==> src/sv/sip_pkg.sv <==
// sip_pkg: shared types and constants for the segment intersection pipeline.
// No dependencies.
package sip_pkg;

  localparam int COORD_W   = 16;
  localparam int DIFF_W    = 17;
  localparam int DEN_W     = 35;
  localparam int CROSS_W   = 33;
  localparam int NUM_W     = 51;
  localparam int N_W       = 64;
  localparam int D_W       = 36;
  localparam int Q_W       = 29;
  localparam int V_W       = 31;
  localparam int OUT_W     = 28;
  localparam int FRAC_W    = 16;
  localparam int TOL_W     = 8;
  localparam int FRONT_LAT = 7;
  localparam int DIV_LAT   = Q_W;
  localparam int BACK_LAT  = 3;
  localparam int PIPE_LAT  = FRONT_LAT + DIV_LAT + BACK_LAT;
  localparam int IN_DATA_W  = 8 * COORD_W;
  localparam int OUT_DATA_W = 64;

  // first endpoint field sits in the lowest bits of the request word
  typedef struct packed {
    logic signed [COORD_W-1:0] y4;
    logic signed [COORD_W-1:0] x4;
    logic signed [COORD_W-1:0] y3;
    logic signed [COORD_W-1:0] x3;
    logic signed [COORD_W-1:0] y2;
    logic signed [COORD_W-1:0] x2;
    logic signed [COORD_W-1:0] y1;
    logic signed [COORD_W-1:0] x1;
  } geom_t;

  typedef struct packed {
    logic miss;
    logic neg_x;
    logic neg_y;
  } flags_t;

endpackage

==> src/sv/sip_back.sv <==
// sip_back: sign, snap to whole numbers, bound checks and output register.
// Three register stages. Depends on sip_pkg.
module sip_back (
  input  logic                          clk,
  input  logic                          en,
  input  logic [sip_pkg::TOL_W-1:0]     tol,
  input  logic [sip_pkg::Q_W-1:0]       qx,
  input  logic [sip_pkg::Q_W-1:0]       qy,
  input  sip_pkg::geom_t                geom,
  input  sip_pkg::flags_t               flags,
  output logic                          hit,
  output logic [sip_pkg::OUT_W-1:0]     cross_x,
  output logic [sip_pkg::OUT_W-1:0]     cross_y
);

  function automatic logic signed [sip_pkg::V_W-1:0] snap(
    input logic signed [sip_pkg::V_W-1:0] v,
    input logic [sip_pkg::TOL_W-1:0]      t
  );
    logic [sip_pkg::FRAC_W-1:0] f;
    logic [sip_pkg::FRAC_W:0]   c;
    logic signed [sip_pkg::V_W-1:0] fl;
    f  = v[sip_pkg::FRAC_W-1:0];
    c  = 17'h10000 - 17'(f);
    fl = {v[sip_pkg::V_W-1:sip_pkg::FRAC_W], 16'b0};
    if (f == '0) begin
      snap = v;
    end else if ((17'(f) < 17'(t)) || (c < 17'(t))) begin
      snap = (17'(f) <= c) ? fl : fl + 31'sh10000;
    end else begin
      snap = v;
    end
  endfunction

  function automatic logic in_rng(
    input logic signed [sip_pkg::V_W-1:0]     v,
    input logic signed [sip_pkg::COORD_W-1:0] a,
    input logic signed [sip_pkg::COORD_W-1:0] b
  );
    logic signed [sip_pkg::COORD_W-1:0] lo, hi;
    lo = (a < b) ? a : b;
    hi = (a < b) ? b : a;
    in_rng = (v >= (31'(lo) <<< 12)) && (v <= (31'(hi) <<< 12));
  endfunction

  logic signed [sip_pkg::V_W-1:0] vx, vy, sx_1, sy_1, sx_2, sy_2;
  sip_pkg::geom_t g_1;
  logic miss_1, hit_2;

  assign vx = flags.neg_x ? -31'({2'b0, qx}) : 31'({2'b0, qx});
  assign vy = flags.neg_y ? -31'({2'b0, qy}) : 31'({2'b0, qy});

  always_ff @(posedge clk) begin
    if (en) begin
      sx_1   <= snap(vx, tol);
      sy_1   <= snap(vy, tol);
      g_1    <= geom;
      miss_1 <= flags.miss;
      sx_2   <= sx_1;
      sy_2   <= sy_1;
      hit_2  <= !miss_1 && in_rng(sx_1, g_1.x1, g_1.x2) && in_rng(sx_1, g_1.x3, g_1.x4)
                && in_rng(sy_1, g_1.y1, g_1.y2) && in_rng(sy_1, g_1.y3, g_1.y4);
      hit     <= hit_2;
      cross_x <= hit_2 ? sx_2[sip_pkg::OUT_W-1:0] : '0;
      cross_y <= hit_2 ? sy_2[sip_pkg::OUT_W-1:0] : '0;
    end
  end

endmodule

==> config.mk <==
export PLATFORM = sky130hd
export DESIGN_NAME = sip_back
export DESIGN_NICKNAME = d
export VERILOG_FILES = /design/src/sv/sip_pkg.sv /design/src/sv/sip_back.sv
export SDC_FILE = /design/constraint.sdc
export NUM_CORES = 1
export LEC_CHECK = 0
export ABC_AREA = 1
export BUFFER_PORTS_ARGS = -buffer_cell sky130_fd_sc_hd__buf_2
export CELL_PAD_IN_SITES_DETAIL_PLACEMENT = 0
export CELL_PAD_IN_SITES_GLOBAL_PLACEMENT = 1
export CORE_UTILIZATION = 45
export CTS_CLUSTER_SIZE = 25
export DETAILED_ROUTE_END_ITERATION = 10
export PLACE_DENSITY_LB_ADDON = 0.1
export SKIP_LAST_GASP = 1
export SLEW_MARGIN = 20
export SYNTH_ARGS = -nofsm -noshare
export SYNTH_HDL_FRONTEND = slang
export SYNTH_SLANG_ARGS = --single-unit
==> constraint.sdc <==
create_clock -name clk -period 4.5 [get_ports clk]
set_clock_uncertainty 0.2 [all_clocks]
set_input_delay 0.45 -clock clk [delete_from_list [all_inputs] [get_ports clk]]
set_output_delay 0.45 -clock clk [all_outputs]
set_load 0.005 [all_outputs]
== Word level (Yosys, flattened, before mapping) ==
Index checks and enable logic that the tools add are counted.
Word-level totals
  bits in registers: 305
  bits of input ports: 199
  logic and storage cells: 70
  output and inout port bits: 57
Operators by class
  $add $sub $neg: 6
  reduce and logical (&&, ||, !) cells: 13
  $lt $le $gt $ge: 18
  mux-type cells: 16
Operators with widths (number)
  31-bit 2-to-1 mux: 8
  16-bit 2-to-1 mux: 8
  31-bit by 28-bit >= comparator with 1-bit output: 4
  31-bit by 28-bit less-or-equal comparator with 1-bit output: 4
  16-bit less-than comparator: 4
  31-bit by 18-bit adder with 31-bit output, second input constant: 2
  29-bit negation with 31-bit output: 2
  16-bit by 17-bit less-or-equal comparator with 1-bit output: 2
  17-bit by 8-bit less-than comparator with 1-bit output: 2
  17-bit by 16-bit subtractor with 17-bit output, first input constant: 2
  16-bit zero test: 2
  16-bit by 8-bit less-than comparator with 1-bit output: 2
  1-bit logical AND: 8
  1-bit logical OR: 2
  1-bit zero test: 1

== Longest topological paths before layout ==
  word-level depth: 8
  mapped depth: 28
  mapped depth without buffers: 28

== Worst setup path before layout ==
No wires, ideal clock.
  kind: reg-to-reg
  from: register g_1[11] (netlist bit)
  to: register hit_2, data pin
  arrival: 3.562 ns
  path slack: 0.599 ns
  cell stages (with the launch flop): 23
  path buffers: 1
  period minus slack after synthesis: 3.901 ns
  cell sequence: edfxtp_1 > ha_1 > a21oi_1 > o31ai_1 > a2111oi_0 > nand2_1 > xnor2_1 > clkbuf_1 > nand2_1 > o21ai_0 > ha_1 > a21oi_1 > o21ai_0 > nand2_1 > o211ai_1 > nand2_1 > nand3_1 > or2_2 > nand3_1 > nand2_1 > nor3_1 > nand3b_1 > nor2_1
Between the ends
  cells in the longest elaborated chain, start to end: 8
RTL lines
  from (decl): line sip_back.sv:47  | sip_pkg::geom_t g_1;
  from (signal assigned): line sip_back.sv:57  | g_1 <= geom;
  16-bit less-than comparator: line sip_back.sv:41, sip_back.sv:42
  16-bit 2-to-1 mux, on equally long branches: line sip_back.sv:41, sip_back.sv:42
  31-bit by 28-bit >= comparator with 1-bit output / 31-bit by 28-bit less-or-equal comparator with 1-bit output (equally long branches): line sip_back.sv:43  | in_rng = (v >= (31'(lo) <<< 12)) && (v <= (31'(hi) <<< 12));
  1-bit logical AND (*): line sip_back.sv:43
  1-bit logical AND (*) (2 in a row): line sip_back.sv:61  | hit_2 <= !miss_1 && in_rng(sx_1, g_1.x1, g_1.x2) && in_rng(sx_1, g_1.x3, g_1.x4)
  1-bit logical AND (*) (2 in a row): line sip_back.sv:62  | && in_rng(sy_1, g_1.y1, g_1.y2) && in_rng(sy_1, g_1.y3, g_1.y4);
  to (signal assigned): line sip_back.sv:61
  to (decl): line sip_back.sv:48  | logic miss_1, hit_2;
Mark *: on every way between the ends. The rest lies on a longest branch, timed or not.
A chain may end at the register's enable or synchronous reset.

== Worst setup path after layout ==
  from: register g_1[9] (netlist bit)
  to: register hit_2, data pin
Same word-level chain as after synthesis.

==> metrics.md <==
| Metric | Value |
|---|---|
| Met2 WL | `31,000 µm` |
| Area occupied by multi-input gates | `11,300 µm²` |
| Fmax | `230 MHz` |
| First-pass GRT wire length | `about 99,000 µm` |
| Fin. max-slew vios | `0` |
| Post-synthesis cell count | `2,676` |
| Final HPWL DP | `48,500 µm` |
| Post-synth EDFFs | `305` |
| NumNets Final | `3,556` |
| Status | `completed` |
| Fin. Hold Viols | `0` |
| Yosys cell types | `50` |
| Cell with the most instances after synthesis | `nand2_1` |
| Share of cells above drive strength 1 | `0.143` |
| Power Density | `353 nW/µm²` |
| Worst Tran Pin Value | `slightly above 1000 ps` |
| Hold Path Class | `input pin to flop` |
| CP arrival | `4450 ps` |
| Tot GR Track Use | `0.253` |
| DRC violations left | `0` |
| # IOs | `256` |
| CP required | `between 4000 and 5000 ps` |
| Post-synthesis instance area | `22,000 µm²` |
| Std cell rows | `80` |
| Register area | `9160 µm²` |
| Fillers | `4,344` |
| Critical Path Sink Type | `flop` |
| Yosys top cell area share | `0.417` |
| Synth async-reset ratio | `0` |
| Period utilisation layout | `0.967` |
| Wire length on met3 | `2910 µm` |
| Area leader, netlist | `edfxtp_1` |
| Layout Utilization | `0.562` |
| Hold path cells | `3` |
| Setup slack after layout | `151 ps` |
| Max Used Layer | `met4` |
| Syn nets | `3,137` |
| H-tree levels | `2` |
| Num Clock Sinks | `305` |
| Avg Cell Area, Syn | `8.22 µm²` |
| Initial antenna violation count | `1` |
| Min Tclk post-route | `4350 ps` |
| Dpl cell area | `24,200 µm²` |
| Largest net degree at the start of global routing | `104` |
| Clock transition at path regs | `60 ps` |
| GR Overflow Total | `0` |
| Initial drt markers | `1,256` |
| Routed length per instance | `17.0 µm` |
| Crit Path Max Fanout | `8` |
| Max VDD drop | `0.273 mV` |
| Met1 wire length | `28,000 µm` |
| Clock tree buffer depth | `3` |
| Most common flop cell mapped by yosys | `edfxtp_1` |
| CORE AREA | `between 40,000 and 50,000 µm²` |
| Initial core utilization | `0.459` |
| N_diodes | `0` |
| CP peak stage delay | `400 ps` |
| Reg2Reg Depth | `22` |
| Critical Path Slowest Stage Cell | `edfxtp_1` |
| Port-buffer cells | `255` |
| Die height | `around 220 µm` |
| Die width | `223 µm` |
| Vias per std cell | `5.21` |
| YS warnings | `0` |
| Post-route cell area | `between 20,000 and 30,000 µm²` |
| Place WS | `between 60 and 70 ps` |
| Crit path cell chain | `ha_1 > a21oi_1 > o31ai_2 > a2111oi_2 > nand2_1 > buf_4 > xnor2_4 > buf_12 > buf_12 > nor2_1 > a21oi_1 > ha_1 > a21oi_1 > o21ai_0 > a21o_1 > nand2_1 > nand3_1 > xor2_1 > a31oi_2 > nor3_2 > nand3b_1 > nor2_1` |
| Synth cell count leaders | `nand2_1 (685), inv_1 (340), edfxtp_1 (305)` |
| Synth-to-layout area growth | `22.5%` |
| CTS Root Cell | `clkbuf_16` |
| Vias | `19.5k` |
| CTS tree | `built` |
| Critical Path Start Type | `flop` |
| Vias in the first global route | `approximately 19k` |
| DR pass1 iterations | `5` |
| Total die area | `49,700 µm²` |
| Detail Route Antenna Nets | `0` |
| Crit path top cell by count | `a21oi_1` |
| Max_cap viols | `0` |
| Pleak | `0.0129 µW` |
| CTS Buf Count | `37` |
| DRT Wirelength | `63,600 µm` |
| Seq/Total Area, Yosys | `0.417` |
| Clock Latency Late Sink | `550 ps` |
| Hold Slack | `151 ps` |
| Final setup vio count | `0` |
| CP Class | `flop to flop` |
| Final Power | `9520 µW` |
| Slew headroom | `0.307` |
| Number of synthesized register bits | `just over 300` |
| GP Congestion | `0.935` |
| Cells taking the most area after synthesis | `edfxtp_1 (42%), ha_1 (15%), nand2_1 (12%)` |
[power by group]
group	internal, µW	switching (µW)
Clock	1700	1220
Combinational	1230	1780
Sequential	3390	195
Total	6320	3190
[final cells by class]
class                      count  area share
clock buffer                  43      0.0368
clock inverter                25     0.00706
inverter                     347      0.0484
multi-input combinational   1964       0.421
sequential                   305       0.340
tap                          615      0.0286
timing repair buffer         440       0.118
[sequential cells by signal, summed over array words and instances, names as in the netlist]
register	count
hit	1
sy_2	28
sy_1	31
g_1	128
sx_1	31
hit_2	1
sx_2	28
miss_1	1
cross_x	28
cross_y	28
[worst max-delay path: cells and delay by family (launching register included)]
family / cells / cell delay, ps
AO/OA/AOI/OAI: 8 / 1580
XOR/XNOR: 2 / 350
adder cells (fa/ha/maj): 2 / 640
buffers and inverters: 3 / 440
flip-flops: 1 / 400
AND/OR/NAND/NOR: 7 / 480
[placed cells by master (no fill, tap or decap), types with 3 or more instances in the layout]
| master | n |
|---|---|
| o21ai_0 | 122 |
| nor4_1 | 12 |
| o31ai_1 | 4 |
| nor2_1 | 242 |
| dlygate4sd3_1 | 129 |
| buf_12 | 9 |
| a211oi_2 | 3 |
| or2_2 | 3 |
| a31oi_1 | 30 |
| o21ai_1 | 10 |
| nand4_1 | 47 |
| clkbuf_1 | 4 |
| inv_1 | 338 |
| clkinvlp_4 | 6 |
| nand3_1 | 162 |
| a21o_1 | 5 |
| edfxtp_1 | 305 |
| a21boi_0 | 4 |
| clkinv_1 | 9 |
| buf_2 | 254 |
| nand2_2 | 16 |
| ha_1 | 261 |
| clkinv_2 | 5 |
| a21oi_1 | 185 |
| a211oi_1 | 3 |
| xor2_1 | 21 |
| nand2_1 | 685 |
| inv_2 | 9 |
| nand3_2 | 6 |
| o211ai_1 | 14 |
| nor2_4 | 8 |
| nor2_2 | 19 |
| nor3_1 | 42 |
| clkbuf_16 | 43 |
| nand3b_1 | 19 |
| buf_4 | 43 |
| xnor2_1 | 11 |
[layer usage]
metal | vias up | track usage
li1 | 9962 | -
met1 | 8911 | 0.326
met2 | 517 | 0.443
met3 | 96 | 0.0328
met4 | 0 | 0.0732
met5 | - | 0
[worst paths after layout]
check | startpoint | endpoint | slack [ps]
setup / recovery | g_1[9] | hit_2 | 150
hold / removal | qy[11] | sy_1[11] | 150
setup reg to reg | g_1[9] | hit_2 | 150
hold reg to reg | sx_1[7] | sx_2[7] | 260
[stage by stage]
step           instances  setup TNS [ps]
3_5_place_dp        3533               0
5_1_grt             3739           -35.7
6_report            3739               0
4_1_cts             3730               0
3_3_place_gp        3533               0
2_1_floorplan       2676               0
[cells by family after synthesis]
kind of cell,Yosys count,share of synthesized area
flops,305,0.417
simple gates,1272,0.250
buf+inv,407,0.0723
compound gates,396,0.0981
xor+xnor,34,0.0135
fa+ha+maj,262,0.149
[what timing repair did]
item	4_1_cts	5_1_grt
endpoints found under the hold margin	129	0
setup endpoints to repair	0	1
hold buffers	129	0
resized for setup	0	20
buffers inserted	0	5
(Power assumes the default switching activity.)
